### config.mk
export PLATFORM = sky130hd
export DESIGN_NAME = date_serial_day_converter_unit
export DESIGN_NICKNAME = d
export VERILOG_FILES = /design/src/rtl/core/dsd_pkg.sv /design/src/rtl/core/dsd_date_to_serial.sv /design/src/rtl/core/dsd_serial_to_date.sv /design/src/rtl/core/date_serial_day_converter_unit.sv
export SDC_FILE = /design/constraint.sdc
export NUM_CORES = 2
export LEC_CHECK = 0
export ABC_CLOCK_PERIOD_IN_PS = 9100
export BUFFER_PORTS_ARGS = -buffer_cell sky130_fd_sc_hd__buf_4
export CORE_ASPECT_RATIO = 0.75
export CORE_MARGIN = 1.5
export CORE_UTILIZATION = 65
export CTS_CLUSTER_SIZE = 30
export DETAILED_ROUTE_END_ITERATION = 6
export PLACE_DENSITY = 0.9
export SETUP_SLACK_MARGIN = 0.2
export SLEW_MARGIN = 10
export SYNTH_ARGS = -nofsm -noshare
export SYNTH_HDL_FRONTEND = slang
export SYNTH_SLANG_ARGS = --single-unit
### constraint.sdc
create_clock -name clk -period 9.1 [get_ports clk]
set_input_delay 0.455 -clock clk [delete_from_list [all_inputs] [get_ports clk]]
set_output_delay 0.455 -clock clk [all_outputs]
set_load 0.05 [all_outputs]
### src/rtl/core/dsd_pkg.sv
// Shared types, constants and calendar helpers for the date serial-day converter.
package dsd_pkg;

  localparam int BASE_YEAR_DEF = 1900;
  localparam int YEAR_SPAN_DEF = 256;

  // year arithmetic width, wide enough for any base year plus span
  localparam int YR_W = 16;

  // 5243 / 2^17 ~ 1/25, exact floor for the 14-bit quotients used here
  localparam logic [12:0] RECIP25 = 13'd5243;

  typedef logic [YR_W-1:0] yr_t;

  // per-item results of the forward path, carried alongside the sum path
  typedef struct packed {
    logic        first_valid;
    logic        second_valid;
    logic [16:0] first_serial;
    logic [16:0] second_serial;
    logic        second_not_before;
    logic [17:0] serial_difference;
  } front_t;

  function automatic yr_t div100(yr_t x);
    logic [27:0] p;
    p = 28'(x[YR_W-1:2]) * 28'(RECIP25);
    return yr_t'(p >> 17);
  endfunction

  function automatic yr_t div400(yr_t x);
    logic [27:0] p;
    p = 28'(x[YR_W-1:4]) * 28'(RECIP25);
    return yr_t'(p >> 17);
  endfunction

  // q100 and q400 are y/100 and y/400
  function automatic logic is_leap(yr_t y, yr_t q100, yr_t q400);
    logic div4;
    logic div100_hit;
    logic div400_hit;
    div4       = (y[1:0] == 2'b00);
    div100_hit = (y == yr_t'(q100 * yr_t'(100)));
    div400_hit = (y == yr_t'(q400 * yr_t'(400)));
    return (div4 && !div100_hit) || div400_hit;
  endfunction

  function automatic logic [4:0] month_len(logic [3:0] m, logic leap);
    logic [4:0] len;
    case (m)
      4'd1, 4'd3, 4'd5, 4'd7, 4'd8, 4'd10, 4'd12: len = 5'd31;
      4'd4, 4'd6, 4'd9, 4'd11:                    len = 5'd30;
      4'd2:                                       len = leap ? 5'd29 : 5'd28;
      default:                                    len = 5'd0;
    endcase
    return len;
  endfunction

  // days in the year before the first of month m
  function automatic logic [8:0] days_before(logic [3:0] m, logic leap);
    logic [8:0] d;
    case (m)
      4'd1:    d = 9'd0;
      4'd2:    d = 9'd31;
      4'd3:    d = 9'd59;
      4'd4:    d = 9'd90;
      4'd5:    d = 9'd120;
      4'd6:    d = 9'd151;
      4'd7:    d = 9'd181;
      4'd8:    d = 9'd212;
      4'd9:    d = 9'd243;
      4'd10:   d = 9'd273;
      4'd11:   d = 9'd304;
      4'd12:   d = 9'd334;
      default: d = 9'd0;
    endcase
    if (leap && m > 4'd2 && m < 4'd13) begin
      d = d + 9'd1;
    end
    return d;
  endfunction

endpackage

### src/rtl/core/dsd_date_to_serial.sv
// Three-stage date check and date to serial-day conversion.
module dsd_date_to_serial #(
  parameter int BASE_YEAR = dsd_pkg::BASE_YEAR_DEF,
  parameter int YEAR_SPAN = dsd_pkg::YEAR_SPAN_DEF,
  parameter int VW        = 20
) (
  input  logic          clk,
  input  logic          rst_n,
  input  logic          in_valid,
  input  logic [4:0]    in_day,
  input  logic [3:0]    in_month,
  input  logic [11:0]   in_year,
  output logic          out_valid,
  output logic          out_ok,
  output logic [VW-1:0] out_serial
);

  localparam int LB  = (BASE_YEAR-1)/4 - (BASE_YEAR-1)/100 + (BASE_YEAR-1)/400;
  localparam int YOW = $clog2(YEAR_SPAN+1);

  // stage 1: range check, quotients
  dsd_pkg::yr_t y16, n16, yo16;
  logic         inr_nxt;

  logic             v1_r, inr1_r;
  logic [4:0]       day1_r;
  logic [3:0]       mon1_r;
  logic [YOW-1:0]   yo1_r;
  dsd_pkg::yr_t     year1_r, q4_1_r, q100_1_r, q400_1_r, yq100_1_r, yq400_1_r;

  assign y16     = dsd_pkg::yr_t'(in_year);
  assign n16     = y16 - dsd_pkg::yr_t'(1);
  assign yo16    = y16 - dsd_pkg::yr_t'(BASE_YEAR);
  assign inr_nxt = (y16 >= dsd_pkg::yr_t'(BASE_YEAR)) && (yo16 < dsd_pkg::yr_t'(YEAR_SPAN));

  always_ff @(posedge clk) begin
    if (!rst_n) begin
      v1_r <= 1'b0;
    end else begin
      v1_r <= in_valid;
    end
  end

  always_ff @(posedge clk) begin
    inr1_r    <= inr_nxt;
    day1_r    <= in_day;
    mon1_r    <= in_month;
    yo1_r     <= yo16[YOW-1:0];
    year1_r   <= y16;
    q4_1_r    <= n16 >> 2;
    q100_1_r  <= dsd_pkg::div100(n16);
    q400_1_r  <= dsd_pkg::div400(n16);
    yq100_1_r <= dsd_pkg::div100(y16);
    yq400_1_r <= dsd_pkg::div400(y16);
  end

  // stage 2: leap, validity, days before the year and the month
  logic          leap2;
  logic [4:0]    mlen2;
  logic          ok2_nxt;
  logic [VW-1:0] db2_nxt;

  logic          v2_r, ok2_r;
  logic [VW-1:0] db2_r;
  logic [8:0]    cum2_r;
  logic [4:0]    day2_r;

  assign leap2   = dsd_pkg::is_leap(year1_r, yq100_1_r, yq400_1_r);
  assign mlen2   = dsd_pkg::month_len(mon1_r, leap2);
  assign ok2_nxt = inr1_r && (mon1_r >= 4'd1) && (mon1_r <= 4'd12) &&
                   (day1_r != 5'd0) && (day1_r <= mlen2);
  assign db2_nxt = VW'(yo1_r) * VW'(365) + VW'(q4_1_r) - VW'(q100_1_r) +
                   VW'(q400_1_r) - VW'(LB);

  always_ff @(posedge clk) begin
    if (!rst_n) begin
      v2_r <= 1'b0;
    end else begin
      v2_r <= v1_r;
    end
  end

  always_ff @(posedge clk) begin
    ok2_r  <= ok2_nxt;
    db2_r  <= db2_nxt;
    cum2_r <= dsd_pkg::days_before(mon1_r, leap2);
    day2_r <= day1_r;
  end

  // stage 3: serial
  logic          v3_r, ok3_r;
  logic [VW-1:0] serial3_r;

  always_ff @(posedge clk) begin
    if (!rst_n) begin
      v3_r <= 1'b0;
    end else begin
      v3_r <= v2_r;
    end
  end

  always_ff @(posedge clk) begin
    ok3_r     <= ok2_r;
    serial3_r <= ok2_r ? (db2_r + VW'(cum2_r) + VW'(day2_r)) : '0;
  end

  assign out_valid  = v3_r;
  assign out_ok     = ok3_r;
  assign out_serial = serial3_r;

endmodule

### src/rtl/core/dsd_serial_to_date.sv
// Seven-stage serial-day to date conversion: year estimate, correction, month search.
module dsd_serial_to_date #(
  parameter int BASE_YEAR = dsd_pkg::BASE_YEAR_DEF,
  parameter int YEAR_SPAN = dsd_pkg::YEAR_SPAN_DEF,
  parameter int VW        = 20
) (
  input  logic          clk,
  input  logic          rst_n,
  input  logic          in_valid,
  input  logic          in_ok,
  input  logic [VW-1:0] in_total,
  output logic          out_valid,
  output logic          out_ok,
  output logic [4:0]    out_day,
  output logic [3:0]    out_month,
  output logic [11:0]   out_year
);

  localparam int    LB    = (BASE_YEAR-1)/4 - (BASE_YEAR-1)/100 + (BASE_YEAR-1)/400;
  localparam int    EW    = $clog2(YEAR_SPAN+2);
  // 2^27 * 400 / 146097: years per day over a full Gregorian cycle
  localparam longint RECIP = (longint'(1) << 27) * 400 / 146097;

  // stage A: zero-based day, year estimate within one of the true year
  logic [VW-1:0] ta_nxt;
  logic [47:0]   prod_a;

  logic          va_r, oka_r;
  logic [VW-1:0] ta_r;
  logic [EW-1:0] ea_r;

  assign ta_nxt = in_total - VW'(1);
  assign prod_a = 48'(ta_nxt) * 48'(RECIP);

  always_ff @(posedge clk) begin
    if (!rst_n) begin
      va_r <= 1'b0;
    end else begin
      va_r <= in_valid;
    end
  end

  always_ff @(posedge clk) begin
    oka_r <= in_ok;
    ta_r  <= ta_nxt;
    ea_r  <= EW'(prod_a >> 27);
  end

  // stage B: quotients for the estimate and its neighbors
  dsd_pkg::yr_t nb_nxt, n1b, n2b;

  logic          vb_r, okb_r;
  logic [VW-1:0] tb_r;
  logic [EW-1:0] eb_r;
  dsd_pkg::yr_t  nb_r, q4b_r, q100b_r, q400b_r;
  dsd_pkg::yr_t  q100b1_r, q400b1_r, q100b2_r, q400b2_r;

  assign nb_nxt = dsd_pkg::yr_t'(BASE_YEAR-1) + dsd_pkg::yr_t'(ea_r);
  assign n1b    = nb_nxt + dsd_pkg::yr_t'(1);
  assign n2b    = nb_nxt + dsd_pkg::yr_t'(2);

  always_ff @(posedge clk) begin
    if (!rst_n) begin
      vb_r <= 1'b0;
    end else begin
      vb_r <= va_r;
    end
  end

  always_ff @(posedge clk) begin
    okb_r    <= oka_r;
    tb_r     <= ta_r;
    eb_r     <= ea_r;
    nb_r     <= nb_nxt;
    q4b_r    <= nb_nxt >> 2;
    q100b_r  <= dsd_pkg::div100(nb_nxt);
    q400b_r  <= dsd_pkg::div400(nb_nxt);
    q100b1_r <= dsd_pkg::div100(n1b);
    q400b1_r <= dsd_pkg::div400(n1b);
    q100b2_r <= dsd_pkg::div100(n2b);
    q400b2_r <= dsd_pkg::div400(n2b);
  end

  // stage C: days before the estimated year, leap flags of three years
  logic [VW-1:0] dbc_nxt;
  logic [2:0]    lpc_nxt;

  logic          vc_r, okc_r;
  logic [VW-1:0] tc_r, dbc_r;
  logic [EW-1:0] ec_r;
  logic [2:0]    lpc_r;

  assign dbc_nxt = VW'(eb_r) * VW'(365) + VW'(q4b_r) - VW'(q100b_r) + VW'(q400b_r) - VW'(LB);
  assign lpc_nxt[0] = dsd_pkg::is_leap(nb_r, q100b_r, q400b_r);
  assign lpc_nxt[1] = dsd_pkg::is_leap(nb_r + dsd_pkg::yr_t'(1), q100b1_r, q400b1_r);
  assign lpc_nxt[2] = dsd_pkg::is_leap(nb_r + dsd_pkg::yr_t'(2), q100b2_r, q400b2_r);

  always_ff @(posedge clk) begin
    if (!rst_n) begin
      vc_r <= 1'b0;
    end else begin
      vc_r <= vb_r;
    end
  end

  always_ff @(posedge clk) begin
    okc_r <= okb_r;
    tc_r  <= tb_r;
    ec_r  <= eb_r;
    dbc_r <= dbc_nxt;
    lpc_r <= lpc_nxt;
  end

  // stage D: step the estimate by one year where needed
  logic [VW-1:0] len_prev, len_cur, dbd_nxt;
  logic [EW-1:0] yd_nxt;
  logic          lpd_nxt;

  logic          vd_r, okd_r, lpd_r;
  logic [VW-1:0] td_r, dbd_r;
  logic [EW-1:0] yd_r;

  assign len_prev = VW'(365) + VW'(lpc_r[0]);
  assign len_cur  = VW'(365) + VW'(lpc_r[1]);

  always_comb begin
    if (tc_r < dbc_r) begin
      yd_nxt  = ec_r - EW'(1);
      dbd_nxt = dbc_r - len_prev;
      lpd_nxt = lpc_r[0];
    end else if (tc_r >= dbc_r + len_cur) begin
      yd_nxt  = ec_r + EW'(1);
      dbd_nxt = dbc_r + len_cur;
      lpd_nxt = lpc_r[2];
    end else begin
      yd_nxt  = ec_r;
      dbd_nxt = dbc_r;
      lpd_nxt = lpc_r[1];
    end
  end

  always_ff @(posedge clk) begin
    if (!rst_n) begin
      vd_r <= 1'b0;
    end else begin
      vd_r <= vc_r;
    end
  end

  always_ff @(posedge clk) begin
    okd_r <= okc_r;
    td_r  <= tc_r;
    dbd_r <= dbd_nxt;
    yd_r  <= yd_nxt;
    lpd_r <= lpd_nxt;
  end

  // stage E: day within the year, calendar year
  logic       ve_r, oke_r, lpe_r;
  logic [8:0] re_r;
  logic [11:0] yre_r;

  always_ff @(posedge clk) begin
    if (!rst_n) begin
      ve_r <= 1'b0;
    end else begin
      ve_r <= vd_r;
    end
  end

  always_ff @(posedge clk) begin
    oke_r <= okd_r;
    re_r  <= 9'(td_r - dbd_r);
    yre_r <= 12'(dsd_pkg::yr_t'(BASE_YEAR) + dsd_pkg::yr_t'(yd_r));
    lpe_r <= lpd_r;
  end

  // stage F: month search over the cumulative table
  logic [3:0] mf_nxt;

  logic        vf_r, okf_r;
  logic [8:0]  rf_r, cumf_r;
  logic [3:0]  mf_r;
  logic [11:0] yrf_r;

  always_comb begin
    mf_nxt = 4'd1;
    for (int k = 2; k <= 12; k++) begin
      if (re_r >= dsd_pkg::days_before(4'(k), lpe_r)) begin
        mf_nxt = 4'(k);
      end
    end
  end

  always_ff @(posedge clk) begin
    if (!rst_n) begin
      vf_r <= 1'b0;
    end else begin
      vf_r <= ve_r;
    end
  end

  always_ff @(posedge clk) begin
    okf_r  <= oke_r;
    rf_r   <= re_r;
    mf_r   <= mf_nxt;
    cumf_r <= dsd_pkg::days_before(mf_nxt, lpe_r);
    yrf_r  <= yre_r;
  end

  // stage G: day of month, zero when out of span
  logic        vg_r, okg_r;
  logic [4:0]  dayg_r;
  logic [3:0]  mong_r;
  logic [11:0] yrg_r;

  always_ff @(posedge clk) begin
    if (!rst_n) begin
      vg_r <= 1'b0;
    end else begin
      vg_r <= vf_r;
    end
  end

  always_ff @(posedge clk) begin
    okg_r  <= okf_r;
    dayg_r <= okf_r ? 5'(rf_r - cumf_r + 9'd1) : 5'd0;
    mong_r <= okf_r ? mf_r : 4'd0;
    yrg_r  <= okf_r ? yrf_r : 12'd0;
  end

  assign out_valid = vg_r;
  assign out_ok    = okg_r;
  assign out_day   = dayg_r;
  assign out_month = mong_r;
  assign out_year  = yrg_r;

endmodule

### src/rtl/core/date_serial_day_converter_unit.sv
// Top level of the Gregorian date serial-day converter.
//
// Usage:
//   Drive the two dates and the offset on the in_ ports and pulse start.
//   A transfer is taken at each rising edge with start high and busy low;
//   busy stays low, so a new transfer may be issued on every cycle.
//   Each date is checked and mapped to a serial day (1 January of BASE_YEAR
//   is day 1, 0 for an invalid date). The block also reports the serial
//   difference, the order of the dates, and the first date plus the offset.
// Timing:
//   A transfer goes through the date check and serial, then the compare and
//   the add, then the conversion of the sum back to a date (year estimate,
//   quotients, correction by one year, month search, day).
//   Throughput is one transfer per cycle; every stage is a register stage.
// Output:
//   out_valid is high for exactly one cycle per transfer and the fields are
//   valid in that cycle only. The receiver cannot stall the result.
// Reset:
//   Synchronous, active low. Clears the valid pipeline; items in flight are
//   dropped and no result appears for them.
module date_serial_day_converter_unit #(
  parameter int BASE_YEAR = dsd_pkg::BASE_YEAR_DEF,
  parameter int YEAR_SPAN = dsd_pkg::YEAR_SPAN_DEF
) (
  input  logic        clk,
  input  logic        rst_n,
  input  logic        start,
  output logic        busy,
  input  logic [4:0]  in_first_day,
  input  logic [3:0]  in_first_month,
  input  logic [11:0] in_first_year,
  input  logic [4:0]  in_second_day,
  input  logic [3:0]  in_second_month,
  input  logic [11:0] in_second_year,
  input  logic [16:0] in_offset_days,
  output logic        out_valid,
  output logic        out_first_valid,
  output logic        out_second_valid,
  output logic [16:0] out_first_serial,
  output logic [16:0] out_second_serial,
  output logic        out_second_not_before,
  output logic [17:0] out_serial_difference,
  output logic [4:0]  out_sum_day,
  output logic [3:0]  out_sum_month,
  output logic [11:0] out_sum_year,
  output logic        out_sum_in_range
);

  // leap years up to the day before the span and up to its last year
  localparam int LB   = (BASE_YEAR-1)/4 - (BASE_YEAR-1)/100 + (BASE_YEAR-1)/400;
  localparam int YL   = BASE_YEAR + YEAR_SPAN - 1;
  localparam int LE   = YL/4 - YL/100 + YL/400;
  // serial of the last day of the span
  localparam int LAST = 365*YEAR_SPAN + LE - LB;
  // internal serial width: covers a year beyond the span and serial + offset
  localparam int VW0  = $clog2(LAST + 733);
  localparam int VW   = ((VW0 > 17) ? VW0 : 17) + 1;
  localparam int FRONT_LAT = 3;
  localparam int INV_LAT   = 7;

  logic accept;

  // no stall source downstream, so the pipeline never holds off a transfer
  assign busy   = 1'b0;
  assign accept = start & ~busy;

  // date check and serial, both dates in parallel
  logic          f1_valid, f1_ok, f2_valid, f2_ok;
  logic [VW-1:0] f1_serial, f2_serial;

  dsd_date_to_serial #(
    .BASE_YEAR (BASE_YEAR),
    .YEAR_SPAN (YEAR_SPAN),
    .VW        (VW)
  ) u_first (
    .clk        (clk),
    .rst_n      (rst_n),
    .in_valid   (accept),
    .in_day     (in_first_day),
    .in_month   (in_first_month),
    .in_year    (in_first_year),
    .out_valid  (f1_valid),
    .out_ok     (f1_ok),
    .out_serial (f1_serial)
  );

  dsd_date_to_serial #(
    .BASE_YEAR (BASE_YEAR),
    .YEAR_SPAN (YEAR_SPAN),
    .VW        (VW)
  ) u_second (
    .clk        (clk),
    .rst_n      (rst_n),
    .in_valid   (accept),
    .in_day     (in_second_day),
    .in_month   (in_second_month),
    .in_year    (in_second_year),
    .out_valid  (f2_valid),
    .out_ok     (f2_ok),
    .out_serial (f2_serial)
  );

  // offset rides alongside the serial stages
  logic [16:0] off_r [FRONT_LAT];

  always_ff @(posedge clk) begin
    off_r[0] <= in_offset_days;
    for (int i = 1; i < FRONT_LAT; i++) begin
      off_r[i] <= off_r[i-1];
    end
  end

  // compare, difference, sum and span check
  dsd_pkg::front_t front_nxt;
  logic [VW-1:0]   total_nxt;

  always_comb begin
    front_nxt.first_valid       = f1_ok;
    front_nxt.second_valid      = f2_ok;
    front_nxt.first_serial      = f1_serial[16:0];
    front_nxt.second_serial     = f2_serial[16:0];
    front_nxt.second_not_before = (f2_serial >= f1_serial);
    front_nxt.serial_difference = 18'(f2_serial - f1_serial);
  end

  assign total_nxt = f1_serial + VW'(off_r[FRONT_LAT-1]);

  logic            v4_r, sok4_r;
  dsd_pkg::front_t front4_r;
  logic [VW-1:0]   total4_r;

  always_ff @(posedge clk) begin
    if (!rst_n) begin
      v4_r <= 1'b0;
    end else begin
      v4_r <= f1_valid & f2_valid;
    end
  end

  always_ff @(posedge clk) begin
    front4_r <= front_nxt;
    total4_r <= total_nxt;
    sok4_r   <= f1_ok && (total_nxt <= VW'(LAST));
  end

  // sum back to a calendar date
  logic inv_valid, inv_ok;

  dsd_serial_to_date #(
    .BASE_YEAR (BASE_YEAR),
    .YEAR_SPAN (YEAR_SPAN),
    .VW        (VW)
  ) u_sum (
    .clk       (clk),
    .rst_n     (rst_n),
    .in_valid  (v4_r),
    .in_ok     (sok4_r),
    .in_total  (total4_r),
    .out_valid (inv_valid),
    .out_ok    (inv_ok),
    .out_day   (out_sum_day),
    .out_month (out_sum_month),
    .out_year  (out_sum_year)
  );

  // forward results wait for the sum conversion
  dsd_pkg::front_t dly_r [INV_LAT];

  always_ff @(posedge clk) begin
    dly_r[0] <= front4_r;
    for (int i = 1; i < INV_LAT; i++) begin
      dly_r[i] <= dly_r[i-1];
    end
  end

  assign out_valid             = inv_valid;
  assign out_sum_in_range      = inv_ok;
  assign out_first_valid       = dly_r[INV_LAT-1].first_valid;
  assign out_second_valid      = dly_r[INV_LAT-1].second_valid;
  assign out_first_serial      = dly_r[INV_LAT-1].first_serial;
  assign out_second_serial     = dly_r[INV_LAT-1].second_serial;
  assign out_second_not_before = dly_r[INV_LAT-1].second_not_before;
  assign out_serial_difference = dly_r[INV_LAT-1].serial_difference;

  // a sum date only exists for a valid first date
  a_sum_needs_first: assert property (@(posedge clk) disable iff (!rst_n)
    out_valid && out_sum_in_range |-> out_first_valid)
    else $error("sum in range from an invalid first date");

  a_sum_zero: assert property (@(posedge clk) disable iff (!rst_n)
    out_valid && !out_sum_in_range |->
      out_sum_day == 5'd0 && out_sum_month == 4'd0 && out_sum_year == 12'd0)
    else $error("sum fields not cleared when out of span");

  a_invalid_serial: assert property (@(posedge clk) disable iff (!rst_n)
    out_valid && !out_first_valid |-> out_first_serial == 17'd0)
    else $error("invalid first date with nonzero serial");

  a_sum_date_shape: assert property (@(posedge clk) disable iff (!rst_n)
    out_valid && out_sum_in_range |->
      out_sum_day != 5'd0 && out_sum_month != 4'd0 && out_sum_month <= 4'd12)
    else $error("sum date out of calendar shape");

endmodule
==> metrics.txt <==
area delta synth->final=9.266%; num ports=approximately 140; status=finished, final reports clean; CTS tree=built; vias in the first global route=about 56k; Post CTS Setup Buffer Count=0; H-tree Lvls=3; final setup TNS=0 ps; share of layout cells above drive strength 1=0.05160; nets=10.15k; Overall Global Routing Usage=0.2910; via count=roughly 51k; Multi-input gate area=~0.050 mm²; core area=~0.12 mm²; number of I/O port buffers=around 140; FF+latch count, synth=between 1k and 1.5k; MaxCap Viol Count=0; pre-CTS WS=slightly below 500 ps; most frequent cells in the layout=inv_1, ha_1, dfxtp_1, fa_1, xnor2_1; Period minus WS final=roughly 8400 ps; Die Ht=between 300 and 400 µm; Detailed Place HPWL=between 100 and 150 mm; GP Congestion=approximately 0.96; first-pass GRT wire length=282.1 mm; Post-Syn Area=just under 0.08 mm²; CTS buffer count=a little over 90; Worst Path Required=between 9000 and 10,000 ps; CP max stage delay=between 500 and 600 ps; synth top area cells=dfxtp_1, ha_1, fa_1; Least-Margin Pin Slew=1129 ps; clk sink count=around 1.0k; Reg clk slew, reported paths=70 ps; Final Hold Vio Count=0; initial antenna violation count=5; final hold slack=around 310 ps; Bufs on Longest Clock Path=3; most used cell, CP=inv_1; Initial DRC Count=~3k; number of remaining DRC errors=0; final WL=between 150 and 200 mm; Vias/cell=roughly 5.5; register area=between 0.02 and 0.025 mm²; Max-slew headroom=0.2445; Cell variety after synth=~80; Ys Warns=0; f_max=between 100 and 150 MHz; Filler cells=7,694; Synth top area share=0.2670; HP Class=reg2reg; Final Setup Violations=0; period utilisation layout=0.9194; Post-Syn Area per Cell=about 11 µm²; die width=around 400 µm; Worst Path Max Fanout=8; total die area=0.1215 mm²; Clock Tree Root=clkbuf_16; register area share after synthesis=0.2670; GRT overflow=0; most common cell after layout, fill and taps aside=inv_1; clk_lat worst skew=between 700 and 800 ps; synthesized instance count=7,352; final count of pins violating max slew=0; DRT Pass-1 Iters=6; Setup Crit Path Kind=reg2reg; slowest CP cell=fa_1; unrepaired setup endpoints after global routing=no; FP Rows=~110; Worst Setup End Kind=register; clk_skew=roughly 52 ps; Startpoint Class=register; post-synthesis async set-or-reset flop share=0; pin count of the biggest net entering global routing=23; ys flop type=dfxtp_1; WP data arrival=8930 ps; Yosys top cell by area=dfxtp_1; PnR worst setup slack=733.7 ps; ANT nets after route=0; Initial Utilization=0.6571; Post-synth EDFFs=0; wire per inst=approximately 19 µm
-- worst max-delay path: cells and delay by family, from the launching register on --
family	cells	cell delay (ps)
AOI/OAI and AO/OA	9	1790
xor gates and xnor gates	2	290
adders and majority gates	8	3290
buffers and inverters	8	920
DFF	1	510
and+or+nand+nor	7	1410
-- per-stage QoR --
step	util	std cells	instance area (µm²)
2_1_floorplan	-	7353	77610
3_3_place_gp	0.6843	9056	80820
3_5_place_dp	0.6843	9056	80820
4_1_cts	0.7177	9286	84770
5_1_grt	0.7179	9286	84790
6_report	0.7179	9287	84790
-- cell type report --
class	count	share of cell area
Sequential cell	1035	0.2444
Clock inverter	53	0.009340
Multi-Input combinational cell	4572	0.5939
Clock buffer	115	0.02984
Tap cell	1554	0.02293
Inverter	1706	0.07552
Antenna cell	1	0.00002951
Timing Repair Buffer	251	0.02405
-- sequential cells by signal, indices dropped and copies added (netlist names), 10 cells and up, named ones only --
| name | count |
|---|---|
| u_first.out_serial | 18 |
| u_sum.tc_r | 18 |
| dly_r | 385 |
| u_sum.ta_r | 18 |
| u_second.year1_r | 10 |
| u_sum.yre_r | 12 |
| u_second.out_serial | 18 |
| u_sum.tb_r | 18 |
| total4_r | 18 |
| u_first.q4_1_r | 11 |
| u_sum.out_year | 12 |
| front4_r | 55 |
| u_sum.yrf_r | 12 |
| u_sum.nb_r | 12 |
| u_first.db2_r | 18 |
| off_r | 51 |
| u_second.db2_r | 18 |
| u_second.q4_1_r | 11 |
| u_sum.dbc_r | 18 |
| u_first.year1_r | 10 |
-- synthesized netlist by cell type, types with 16 or more instances --
cell type,count
inv_1,1705
ha_1,1638
dfxtp_1,1035
fa_1,790
xnor2_1,314
a21oi_1,196
nor2_1,175
nand2_1,174
xor2_1,160
o21ai_0,153
a21o_1,106
nand3_1,89
nor3_1,80
nor2b_1,64
and2_1,62
nand4_1,54
o21a_1,43
a211oi_1,37
nand2b_1,34
and3_1,33
clkbuf_1,30
o21bai_1,29
or3_1,26
mux2i_1,22
a31oi_1,21
or2_2,18
nor4_1,17
o2111ai_1,16
o211ai_1,16
o31ai_1,16
-- worst paths after layout --
kind	startpoint	to	slack (ps)	cells past startpoint
worst max-delay path	u_sum.ea_r[0]$_DFF_P_	u_sum.q100b1_r[7]$_DFF_P_	730	34
worst min-delay path	front4_r[44]$_DFF_P_	dly_r[0][44]$_DFF_P_	310	0
worst max register to register	u_sum.ea_r[0]$_DFF_P_	u_sum.q100b1_r[7]$_DFF_P_	730	34
worst min register to register	front4_r[44]$_DFF_P_	dly_r[0][44]$_DFF_P_	310	0
-- logic make-up (layout without fill, tap and decap cells) --
kind of cell | after synthesis | count (layout) | synth area share
compound gates | 754 | 754 | 0.06369
xor+xnor | 474 | 474 | 0.05350
fa+ha+maj | 2428 | 2428 | 0.4679
buf+inv | 1746 | 2125 | 0.08469
flops | 1035 | 1035 | 0.2670
mux | 34 | 34 | 0.005014
other cells | 2 | 4 | 0.00009677
simple gates | 879 | 879 | 0.05812
-- timing repair --
| action | in CTS | in global routing |
|---|---|---|
| endpoints found under the setup margin | 0 | 7 |
| hold endpoints to repair | 73 | 0 |
| gates resized for setup | 0 | 3 |
| hold buffers | 62 | 0 |
-- layer usage --
metal  GRT usage  up-vias  share of wire
met5           0        -              0
met1      0.3682    25170           0.42
met2      0.4981     1577           0.48
met3     0.05726      431          0.066
li1            -    24230              -
met4      0.1034        0          0.035
Power is left out: the tool's default activity adds up to more than one toggle a clock period on the data nets, which glitch-free logic cannot reach.
